## config.mk

```make
export PLATFORM = sky130hd
export DESIGN_NAME = keyframe_colour_interpolator
export DESIGN_NICKNAME = d
export VERILOG_FILES = /design/src/kci_pkg.sv /design/src/keyframe_colour_interpolator.sv
export SDC_FILE = /design/constraint.sdc
export NUM_CORES = 2
export LEC_CHECK = 0
export ABC_AREA = 1
export BUFFER_PORTS_ARGS = -buffer_cell sky130_fd_sc_hd__buf_2
export CORE_MARGIN = 1.5
export CORE_UTILIZATION = 40
export CTS_CLUSTER_DIAMETER = 200
export DETAILED_ROUTE_END_ITERATION = 8
export PLACE_DENSITY_LB_ADDON = 0.15
export REMOVE_ABC_BUFFERS = 1
export SYNTH_ARGS = -nofsm -noshare
export SYNTH_HDL_FRONTEND = slang
export SYNTH_SLANG_ARGS = --single-unit
```

## constraint.sdc

```tcl
create_clock -name clk -period 9.2 [get_ports clk]
set_input_delay 1.38 -clock clk [delete_from_list [all_inputs] [get_ports clk]]
set_output_delay 1.38 -clock clk [all_outputs]
set_load 0.01 [all_outputs]
```

## src/kci_pkg.sv

```systemverilog
// Shared types and constants for the keyframe colour interpolator.
// No dependencies; imported by keyframe_colour_interpolator.
`timescale 1ns / 1ps
`default_nettype none

package kci_pkg;

    localparam int CH_W     = 12;
    localparam int TIME_W   = 16;
    localparam int LIFE_W   = 32;
    localparam int KEY_W    = 64;
    localparam int DATA_W   = 64;
    localparam int ADDR_W   = 6;
    localparam int IDX_W    = 3;
    localparam int MAX_KEY_REGS = 4;

    // register indexes (byte address = 8 * index)
    localparam logic [IDX_W-1:0] REG_PERIOD = 3'd0;
    localparam logic [IDX_W-1:0] REG_KEY0   = 3'd1;

    // element 3 is red, element 0 is alpha
    typedef logic [3:0][CH_W-1:0] colour_t;

    localparam colour_t          WHITE     = '1;
    localparam logic [KEY_W-1:0] KEY_RESET = '1;

    typedef enum logic [2:0] {
        ST_IDLE,
        ST_DIVIDE,
        ST_CHECK,
        ST_SEARCH,
        ST_FRAC,
        ST_MUL,
        ST_ADD,
        ST_DONE
    } state_t;

endpackage

`default_nettype wire

```

## src/keyframe_colour_interpolator.sv

```systemverilog
// Keyframe colour interpolator: life counter, cycle phase, keyframe blend.
// Depends on kci_pkg for colour type, register indexes and state encoding.
`timescale 1ns / 1ps
`default_nettype none

// Usage
//   Input channel (in_valid/in_ready, time_delta): one item per frame. The
//   delta is added to a saturating 32-bit life counter at acceptance.
//   Output channel (out_valid/out_ready): exactly one item per input item,
//   carrying the colour register (red, green, blue, alpha) and updated.
//   APB port: byte address 8*i holds register i (cycle_period, then the key
//   registers); writes land on the access cycle, reads return the value.
// Sequencing
//   One item at a time. A disabled item (period or life zero) goes
//   straight to the done state. Otherwise one restoring divider, one bit
//   per cycle, does 48 steps for the phase (life * 65536 / period,
//   remainder form) and 16 more for the blend fraction; the segment search
//   walks one segment per cycle and the blend runs one multiplier over the
//   four channels, a multiply state then an add state for each channel.
// Reset: life 0, period 0, keys all ones, colour white, output empty.
// Stall: the finished result sits in the output register; the next item is
//   accepted meanwhile and waits in its final state until the register frees.
module keyframe_colour_interpolator #(
    parameter int STAGES = 4
) (
    input  wire logic                        clk,
    input  wire logic                        rst_n,
    // item input
    input  wire logic                        in_valid,
    output logic                             in_ready,
    input  wire logic [kci_pkg::TIME_W-1:0]  time_delta,
    // item output
    output logic                             out_valid,
    input  wire logic                        out_ready,
    output logic [kci_pkg::CH_W-1:0]         red,
    output logic [kci_pkg::CH_W-1:0]         green,
    output logic [kci_pkg::CH_W-1:0]         blue,
    output logic [kci_pkg::CH_W-1:0]         alpha,
    output logic                             updated,
    // configuration
    input  wire logic                        psel,
    input  wire logic                        penable,
    input  wire logic                        pwrite,
    input  wire logic [kci_pkg::ADDR_W-1:0]  paddr,
    input  wire logic [kci_pkg::DATA_W-1:0]  pwdata,
    output logic [kci_pkg::DATA_W-1:0]       prdata,
    output logic                             pready
);

    import kci_pkg::*;

    // keys beyond the register file keep their reset word
    localparam int KEY_REGS  = (STAGES < MAX_KEY_REGS) ? STAGES : MAX_KEY_REGS;
    localparam int STAGE_W   = $clog2(STAGES);
    localparam int STEP_W    = 6;
    localparam logic [STAGE_W-1:0] SEG_LAST  = STAGE_W'(STAGES - 2);
    localparam logic [STAGE_W-1:0] KEY_LAST  = STAGE_W'(STAGES - 1);
    localparam logic [STEP_W-1:0]  PHASE_STEPS = STEP_W'(LIFE_W + TIME_W - 1);
    localparam logic [STEP_W-1:0]  FRAC_STEPS  = STEP_W'(TIME_W - 1);

    // ---------------- registers ----------------
    state_t                state_reg, state_next;
    logic [TIME_W-1:0]     period_reg;
    logic [KEY_W-1:0]      key_reg [KEY_REGS];
    logic [LIFE_W-1:0]     life_reg, life_next;
    colour_t               colour_reg, colour_next;
    logic                  out_valid_reg, out_valid_next;
    logic [STEP_W-1:0]     step_reg, step_next;

    // datapath: divider, segment search, blend and result registers
    logic [TIME_W-1:0]     rem_reg, rem_next;
    logic [LIFE_W-1:0]     dvd_reg, dvd_next;
    logic [TIME_W-1:0]     quo_reg, quo_next;
    logic [TIME_W-1:0]     div_reg, div_next;
    logic [TIME_W-1:0]     phase_reg, phase_next;
    logic [STAGE_W-1:0]    seg_reg, seg_next;
    logic [1:0]            ch_reg, ch_next;
    logic signed [29:0]    prod_reg, prod_next;
    logic                  upd_reg, upd_next;
    colour_t               res_colour_reg, res_colour_next;
    logic                  res_upd_reg, res_upd_next;

    // ---------------- combinational ----------------
    logic [KEY_W-1:0]      key_word [STAGES];
    logic                  cfg_wr;
    logic [IDX_W-1:0]      cfg_idx;
    logic [LIFE_W:0]       life_sum;
    logic [LIFE_W-1:0]     life_sat;
    logic [TIME_W:0]       trial;
    logic [TIME_W:0]       trial_diff;
    logic                  trial_ge;
    logic [TIME_W-1:0]     rem_step;
    logic [TIME_W-1:0]     t_lo;
    logic [TIME_W-1:0]     t_hi;
    logic [TIME_W-1:0]     t_first;
    logic [TIME_W-1:0]     t_last;
    colour_t               key_a;
    colour_t               key_b;
    logic signed [12:0]    ch_diff;
    logic signed [16:0]    frac_s;
    logic signed [13:0]    ch_sum;

    generate
        for (genvar k = 0; k < STAGES; k++) begin : g_key
            if (k < KEY_REGS) begin : g_reg
                assign key_word[k] = key_reg[k];
            end else begin : g_const
                assign key_word[k] = KEY_RESET;
            end
        end
    endgenerate

    // APB decode
    assign pready  = 1'b1;
    assign cfg_idx = paddr[ADDR_W-1:ADDR_W-IDX_W];
    assign cfg_wr  = psel && penable && pwrite;

    always_comb
    begin
        prdata = '0;
        if (cfg_idx == REG_PERIOD)
        begin
            prdata = {{(DATA_W-TIME_W){1'b0}}, period_reg};
        end
        for (int k = 0; k < KEY_REGS; k++)
        begin
            if (cfg_idx == IDX_W'(int'(REG_KEY0) + k))
            begin
                prdata = key_reg[k];
            end
        end
    end

    // saturating life update
    assign life_sum = {1'b0, life_reg} + {{(LIFE_W+1-TIME_W){1'b0}}, time_delta};
    assign life_sat = life_sum[LIFE_W] ? '1 : life_sum[LIFE_W-1:0];

    // shared restoring divider, one quotient bit per step
    assign trial      = {rem_reg, dvd_reg[LIFE_W-1]};
    assign trial_diff = trial - {1'b0, div_reg};
    assign trial_ge   = (trial >= {1'b0, div_reg});
    assign rem_step   = trial_ge ? trial_diff[TIME_W-1:0] : trial[TIME_W-1:0];

    // keyframe taps
    assign t_first = key_word[0][KEY_W-1:KEY_W-TIME_W];
    assign t_last  = key_word[KEY_LAST][KEY_W-1:KEY_W-TIME_W];
    assign t_lo    = key_word[seg_reg][KEY_W-1:KEY_W-TIME_W];
    assign t_hi    = key_word[seg_reg + 1'b1][KEY_W-1:KEY_W-TIME_W];
    assign key_a   = colour_t'(key_word[seg_reg][4*CH_W-1:0]);
    assign key_b   = colour_t'(key_word[seg_reg + 1'b1][4*CH_W-1:0]);

    // blend: a + floor((b - a) * f / 65536)
    assign ch_diff = $signed({1'b0, key_b[ch_reg]}) - $signed({1'b0, key_a[ch_reg]});
    assign frac_s  = $signed({1'b0, quo_reg});
    assign ch_sum  = $signed({2'b00, key_a[ch_reg]}) + $signed(prod_reg[29:16]);

    // sequencer
    always_comb
    begin
        state_next      = state_reg;
        life_next       = life_reg;
        colour_next     = colour_reg;
        out_valid_next  = out_valid_reg && !out_ready;
        step_next       = step_reg;
        rem_next        = rem_reg;
        dvd_next        = dvd_reg;
        quo_next        = quo_reg;
        div_next        = div_reg;
        phase_next      = phase_reg;
        seg_next        = seg_reg;
        ch_next         = ch_reg;
        prod_next       = prod_reg;
        upd_next        = upd_reg;
        res_colour_next = res_colour_reg;
        res_upd_next    = res_upd_reg;
        in_ready        = 1'b0;

        unique case (state_reg)
            ST_IDLE:
            begin
                in_ready = 1'b1;
                if (in_valid)
                begin
                    life_next = life_sat;
                    if (life_sat == '0 || period_reg == '0)
                    begin
                        upd_next   = 1'b0;
                        state_next = ST_DONE;
                    end
                    else
                    begin
                        rem_next   = '0;
                        dvd_next   = life_sat;
                        div_next   = period_reg;
                        step_next  = PHASE_STEPS;
                        state_next = ST_DIVIDE;
                    end
                end
            end
            ST_DIVIDE, ST_FRAC:
            begin
                rem_next = rem_step;
                dvd_next = {dvd_reg[LIFE_W-2:0], 1'b0};
                quo_next = {quo_reg[TIME_W-2:0], trial_ge};
                if (step_reg == '0)
                begin
                    if (state_reg == ST_DIVIDE)
                    begin
                        state_next = ST_CHECK;
                    end
                    else
                    begin
                        ch_next    = 2'd3;
                        state_next = ST_MUL;
                    end
                end
                else
                begin
                    step_next = step_reg - 1'b1;
                end
            end
            ST_CHECK:
            begin
                phase_next = quo_reg;
                if (quo_reg <= t_first)
                begin
                    colour_next = colour_t'(key_word[0][4*CH_W-1:0]);
                    upd_next    = 1'b1;
                    state_next  = ST_DONE;
                end
                else if (quo_reg >= t_last)
                begin
                    colour_next = colour_t'(key_word[KEY_LAST][4*CH_W-1:0]);
                    upd_next    = 1'b1;
                    state_next  = ST_DONE;
                end
                else
                begin
                    seg_next   = '0;
                    state_next = ST_SEARCH;
                end
            end
            ST_SEARCH:
            begin
                if (phase_reg >= t_lo && phase_reg < t_hi)
                begin
                    rem_next   = phase_reg - t_lo;
                    dvd_next   = '0;
                    div_next   = t_hi - t_lo;
                    step_next  = FRAC_STEPS;
                    state_next = ST_FRAC;
                end
                else if (seg_reg == SEG_LAST)
                begin
                    // keys out of order: hold colour
                    upd_next   = 1'b0;
                    state_next = ST_DONE;
                end
                else
                begin
                    seg_next = seg_reg + 1'b1;
                end
            end
            ST_MUL:
            begin
                prod_next  = 30'(ch_diff) * 30'(frac_s);
                state_next = ST_ADD;
            end
            ST_ADD:
            begin
                colour_next[ch_reg] = ch_sum[CH_W-1:0];
                if (ch_reg == 2'd0)
                begin
                    upd_next   = 1'b1;
                    state_next = ST_DONE;
                end
                else
                begin
                    ch_next    = ch_reg - 1'b1;
                    state_next = ST_MUL;
                end
            end
            ST_DONE:
            begin
                if (!out_valid_reg || out_ready)
                begin
                    res_colour_next = colour_reg;
                    res_upd_next    = upd_reg;
                    out_valid_next  = 1'b1;
                    state_next      = ST_IDLE;
                end
            end
            default:
            begin
                state_next = ST_IDLE;
            end
        endcase
    end

    // control and architectural state
    always_ff @(posedge clk or negedge rst_n)
    begin
        if (!rst_n)
        begin
            state_reg     <= ST_IDLE;
            life_reg      <= '0;
            colour_reg    <= WHITE;
            out_valid_reg <= 1'b0;
            step_reg      <= '0;
            period_reg    <= '0;
            for (int k = 0; k < KEY_REGS; k++)
            begin
                key_reg[k] <= KEY_RESET;
            end
        end
        else
        begin
            state_reg     <= state_next;
            life_reg      <= life_next;
            colour_reg    <= colour_next;
            out_valid_reg <= out_valid_next;
            step_reg      <= step_next;
            if (cfg_wr && cfg_idx == REG_PERIOD)
            begin
                period_reg <= pwdata[TIME_W-1:0];
            end
            for (int k = 0; k < KEY_REGS; k++)
            begin
                if (cfg_wr && cfg_idx == IDX_W'(int'(REG_KEY0) + k))
                begin
                    key_reg[k] <= pwdata;
                end
            end
        end
    end

    // datapath, no reset
    always_ff @(posedge clk)
    begin
        rem_reg        <= rem_next;
        dvd_reg        <= dvd_next;
        quo_reg        <= quo_next;
        div_reg        <= div_next;
        phase_reg      <= phase_next;
        seg_reg        <= seg_next;
        ch_reg         <= ch_next;
        prod_reg       <= prod_next;
        upd_reg        <= upd_next;
        res_colour_reg <= res_colour_next;
        res_upd_reg    <= res_upd_next;
    end

    assign out_valid = out_valid_reg;
    assign red       = res_colour_reg[3];
    assign green     = res_colour_reg[2];
    assign blue      = res_colour_reg[1];
    assign alpha     = res_colour_reg[0];
    assign updated   = res_upd_reg;

`ifndef SYNTH
    // one item at a time
    a_single_item: assert property (@(posedge clk) disable iff (!rst_n)
        (in_valid && in_ready) |=> !in_ready)
        else $error("item accepted while busy");

    // divider remainder stays below divisor
    a_rem_bound: assert property (@(posedge clk) disable iff (!rst_n)
        (state_reg == ST_DIVIDE || state_reg == ST_FRAC) |-> (rem_reg < div_reg))
        else $error("divider remainder out of range");

    // a held result leaves the colour untouched
    a_hold_colour: assert property (@(posedge clk) disable iff (!rst_n)
        (state_reg == ST_DONE && !upd_reg) |-> (colour_reg == $past(colour_reg)))
        else $error("colour changed on held item");

    // step counter exhausted before phase check
    a_step_done: assert property (@(posedge clk) disable iff (!rst_n)
        (state_reg == ST_CHECK) |-> (step_reg == '0))
        else $error("phase check before divide finished");
`endif

endmodule

`default_nettype wire
```

After elaboration in Yosys (flattened, before gate mapping) --
Cells that the tools add are included.
Storage, ports and cells: input port bits 93, word-level logic and storage cells 185, register bits 540, output and inout bits 116
Cells by class: add/sub/neg operators 9, bitwise gates (word level) 2, equal/unequal tests 29, mux-type cells 71, reductions and logical operators 37, multiply operators 1, order comparisons 9
Operator list (count):
- 2-to-1 mux 64 bit | 8
- binary-select mux 64 bit (select 2 bit) | 2
- 2-to-1 mux 16 bit | 8
- 2-to-1 mux 32 bit | 4
- 2-to-1 mux 48 bit | 2
- case mux 32 bit (3 select lines) | 1
- case mux 48 bit (2 select lines) | 1
- binary-select mux 12 bit (select 2 bit) | 2
- bitwise mux 48 bit | 1
- case mux 16 bit (3 select lines) | 1
- subtractor 16 bit | 3
- 2-to-1 mux 12 bit | 3
- adder 32 x 16 -> 33 bit | 1
- greater-or-equal comparator 16 bit | 2
- logical NOT 32 bit | 1
- case mux 16 bit (2 select lines) | 1
- inequality test 2 bit (second input constant) | 15
- multiplier 13 x 17 -> 28 bit | 1
- 2-to-1 mux 3 bit | 9
- demux 12 bit (select 2 bit) | 1
- 2-to-1 mux 6 bit | 4
- case mux 3 bit (7 select lines) | 1
- case mux 6 bit (3 select lines) | 1
- greater-or-equal comparator 17 x 16 -> 1 bit | 1
- 35 further kinds | 84

Logic depth before layout (Yosys ltp) --
depth in word-level cells 9, gate-level depth with buffers 49, mapped depth without buffers 43

Worst setup path before layout --
Ideal clock, no wire load.
path kind register -> register, start register seg_reg[0], end register prod_reg[27], data pin, arrival time 8.790 ns, required time 8.937 ns, setup time 0.263 ns, clock period less this slack 9.052 ns, setup slack 0.148 ns, cell stages (with the launch flop) 45, buffers on the path 7, cell sequence edfxtp_1 clkbuf_2 inv_1 clkbuf_1 clkbuf_1 buf_1 ha_1 inv_1 clkbuf_1 buf_1 a21oi_1 o21ai_0 o21ai_0 o211ai_1 nand2_1 ha_1 inv_1 nor3_1 [9 not listed] inv_1 fa_1 inv_1 fa_1 fa_1 fa_1 inv_1 fa_1 inv_1 ha_1 a21oi_1 inv_1 a21oi_1 o221ai_1 a21oi_1 nor3_1 a21oi_1 xor2_1
Between the ends: longest elaborated chain between the ends 9, elaborated cells on any way between the ends 15, classes of those cells add/sub (2); mul (1); mux (10); bitwise (2)
RTL lines:
- from (decl) | RTL line keyframe_colour_interpolator.sv:76 | logic [STAGE_W-1:0] seg_reg, seg_next;
- from (signal assigned) | RTL line keyframe_colour_interpolator.sv:345 | seg_reg <= seg_next;
- adder 2 x 1 -> 2 bit | RTL line keyframe_colour_interpolator.sv:150 | assign key_b = colour_t'(key_word[seg_reg + 1'b1][4*CH_W-1:0]);
- NOT 2 -> 3 bit (not written as such) | RTL line keyframe_colour_interpolator.sv:150
- binary-select mux 64 bit (select 2 bit) | RTL line keyframe_colour_interpolator.sv:150
- 2-to-1 mux 64 bit (not written as such) (2 in series) | RTL line keyframe_colour_interpolator.sv:150
- binary-select mux 12 bit (select 2 bit) | RTL line keyframe_colour_interpolator.sv:153 | assign ch_diff = $signed({1'b0, key_b[ch_reg]}) - $signed({1'b0, key_a[ch_reg]});
- 2-to-1 mux 12 bit (not written as such) | RTL line keyframe_colour_interpolator.sv:153
- subtractor 12 x 12 -> 13 bit * | RTL line keyframe_colour_interpolator.sv:153
- multiplier 13 x 17 -> 28 bit * | RTL line keyframe_colour_interpolator.sv:266 | prod_next = 30'(ch_diff) * 30'(frac_s);
- to (signal assigned) | RTL line keyframe_colour_interpolator.sv:347 | prod_reg <= prod_next;
- to (decl) | RTL line keyframe_colour_interpolator.sv:78 | logic signed [29:0] prod_reg, prod_next;
Mark *: on every way between the ends. The rest lies on a longest branch, timed or not. The select of a mux whose other input is x is not followed. A chain may end at the register's enable or synchronous reset.

Worst setup path after layout --
Ends and elaborated chain as after synthesis.

==> impl_metrics.toml <==
[yosys]
yosysUniqueCellTypes = 60
yosysWarningCount = 0
synthesis.area_sq_um = 39100
synth_xor_area_frac = 0.0147
syn_avg_cell_area_sq_um = 7.79
synth_seq_cells = 524
synth_flop_cell = "dfstp_2"
synth-compound-area-share = 0.187
synthCells = 5019
synthArstFlopShare = 0.691
yosys.area_share.simple = 0.189
synth_fa_ha_area_frac = 0.154
synth_edf_count = 162
yosysSeqAreaShare = 0.366
synth_top_family_by_area = "simple AND/OR/NAND/NOR gates"
synthMuxAreaShare = 0

[setup_path]
cp-end-kind = "register"
crit_top_cell = "inv_1"
crit_slowest_cell = "fa_1"
reg2reg_slack_ns = 0.51
required_ns = 9.60
setup.worst_path.class = "reg2reg"
cp.arrival_ns = 9.10
slowest_delay_ns = 0.57
worstSetupStartpointType = "register"
crit_fanout = 17

[timing]
drv_slew = 0
fin_tns_setup_ns = 0
skew_ns = 0.0183
period_minus_slack_ns = 8.69
holdWs_ns = 0.465
tightest_slew_ns = 1.18
maxSlewHeadroom = 0.212
finalSetupViolations = 0
finalCritPeriodShare = 0.945
rsz0062_at_grt = "false"
finalHoldViolCount = 0
fmax_mhz = 115

[drt]
route.detailed.drc = 8
wl_met1_microns = 60700
wl_met3_microns = 8580
wire_per_inst_microns = 20.7
route.met2.wl_microns = 59900
drtIter0Drc = 3013
drt-pass1-iter-count = 9
routed_via_density = 5.47
ant_nets = 0
routed_wl_microns = 133000
top_layer = "met4"
num_vias = 35213

[place]
portBuffers = 204
gp_congestion = 0.931
place_area_sq_um = 41400
hpwl_microns = 95300

[grt]
grt_max_degree = 159
grt_usage = 0.265
first_global_vias = 33491
grt_pass1_wl_microns = 203000
antenna_found_initial = 2
overflow = 0

[layout]
num-nets-final = 5585
diodes = 0
final_area_sq_um = 43500
drive_above_1_share = 0.149
area_growth_pct = 11.2
largest_reg_flops = 256

[die]
die_height_microns = 316
start_util = 0.404
die_x_microns = 316
core_sq_um = 96900
dieArea_sq_um = 99700
placementRows = 114
io_pins = 209

[hold_path]
hp-class = "reg2reg"

[clock_tree]
path_clk_slew_ns = 0.06
cts-root-buf = "clkbuf_16"
cts_tree = "done"
htreeDepth = 2
cts_buffers = 61
clkLatencyLatePin_ns = 0.67
cts.sinks = 524
cts_buffer_depth = 3

[status]
status = "finished, violations left"
violations = "DRC"

[flow_run]
maxCapViolCount = 0
## final timing paths
check | depth (start not counted) | start | to
setup reg to reg | 40 | seg_reg[0] | prod_reg[27]
hold reg to reg | 2 | colour_reg[7] | colour_reg[7]
max in group asynchronous | 3 | rst_n | key_reg[237]
min in group asynchronous | 1 | rst_n | life_reg[4]
hold / removal | 2 | colour_reg[7] | colour_reg[7]
setup / recovery | 40 | seg_reg[0] | prod_reg[27]
## synthesized netlist by cell type, drive strengths merged (8+ instances only)
cell type  number  area, sq um
dfrtp          58         1450
xor2           38          340
clkbuf        208          782
a221oi         38          333
o221ai         34          298
or2            22          138
dfstp         304         7990
a21oi         379         1900
a31oi          20          125
ha            227         2840
nand4          26          163
o211ai         59          443
o22ai          46          288
inv           648         2430
o21ai         678         3390
buf            49          241
a32oi          15          131
nand3         187          998
edfxtp        162         4860
nor2          295         1170
clkinv          8         30.0
nand2        1245         4710
xnor2          27          236
nand3b          9         67.6
nor3           21          110
o2111ai        22          193
fa            159         3180
## cell families (layout without fill, tap and decap cells)
| logic type | count (synthesis) | after routing |
|---|---|---|
| AO/OA/AOI/OAI | 1318 | 1318 |
| XOR/XNOR | 65 | 65 |
| adder cells (fa/ha/maj) | 386 | 386 |
| buffers and inverters | 913 | 1051 |
| flip-flops | 524 | 524 |
| other | 1 | 1 |
| AND/OR/NAND/NOR | 1812 | 1812 |
## worst max-delay path: cells and delay by family, from the launching register on
| kind | cells | cell delay, ns |
|---|---|---|
| adder cells (fa/ha/maj) | 10 | 4.41 |
| XOR/XNOR | 1 | 0.08 |
| flip-flops | 1 | 0.47 |
| AO/OA/AOI/OAI | 11 | 1.62 |
| AND/OR/NAND/NOR | 7 | 0.75 |
| buffers and inverters | 11 | 1.06 |
## layout by cell type, fill, tap and decap left out, types with 9 or more instances in the layout
master / count
buf_2: 203
inv_1: 631
nand3_1: 176
fa_1: 159
a32oi_1: 15
clkbuf_1: 15
o221ai_1: 34
clkinv_1: 18
nand2_1: 1230
dfrtp_1: 58
nand3_2: 10
clkbuf_16: 64
or2_2: 18
dfstp_2: 304
edfxtp_1: 162
a31oi_1: 19
nor2_2: 13
a21oi_1: 376
o211ai_1: 59
nand2_2: 9
xnor2_1: 27
buf_4: 65
inv_2: 15
ha_1: 226
nor2_4: 9
o2111ai_1: 22
clkinv_2: 11
nand3b_1: 9
nor2_1: 273
xor2_1: 37
a221oi_1: 38
nand4_1: 26
o22ai_1: 46
o21ai_0: 674
nor3_1: 18
## timing repair
action,CTS,global route
buffers inserted,0,4
hold buffers,0,0
setup endpoints to repair,0,7
gates resized for setup,0,14
## metal layers
| metal | GRT usage | up-vias |
|---|---|---|
| li1 | - | 16823 |
| met1 | 0.378 | 17006 |
| met2 | 0.421 | 1193 |
| met3 | 0.0352 | 191 |
| met4 | 0.0749 | 0 |
| met5 | 0 | - |
## final cells by class
cell class,instances,area [sq um]
Clock buffer,81,1660
Clock inverter,33,292
Fill cell,9841,53400
Inverter,656,2480
Multi-Input combinational cell,3582,21400
Sequential cell,524,14300
Tap cell,1276,1600
Timing Repair Buffer,281,1740
## metrics by stage
stage          setup WS [ns]  instances  utilization
2_1_floorplan         -10.08       4762            -
3_3_place_gp           0.465       6313        0.428
3_5_place_dp           0.372       6313        0.428
4_1_cts                0.348       6427        0.448
5_1_grt               0.0448       6433        0.449
6_report               0.506       6433        0.449
Power is left out: the tool's default activity adds up to more than one toggle a clock period on the data nets, which glitch-free logic cannot reach.
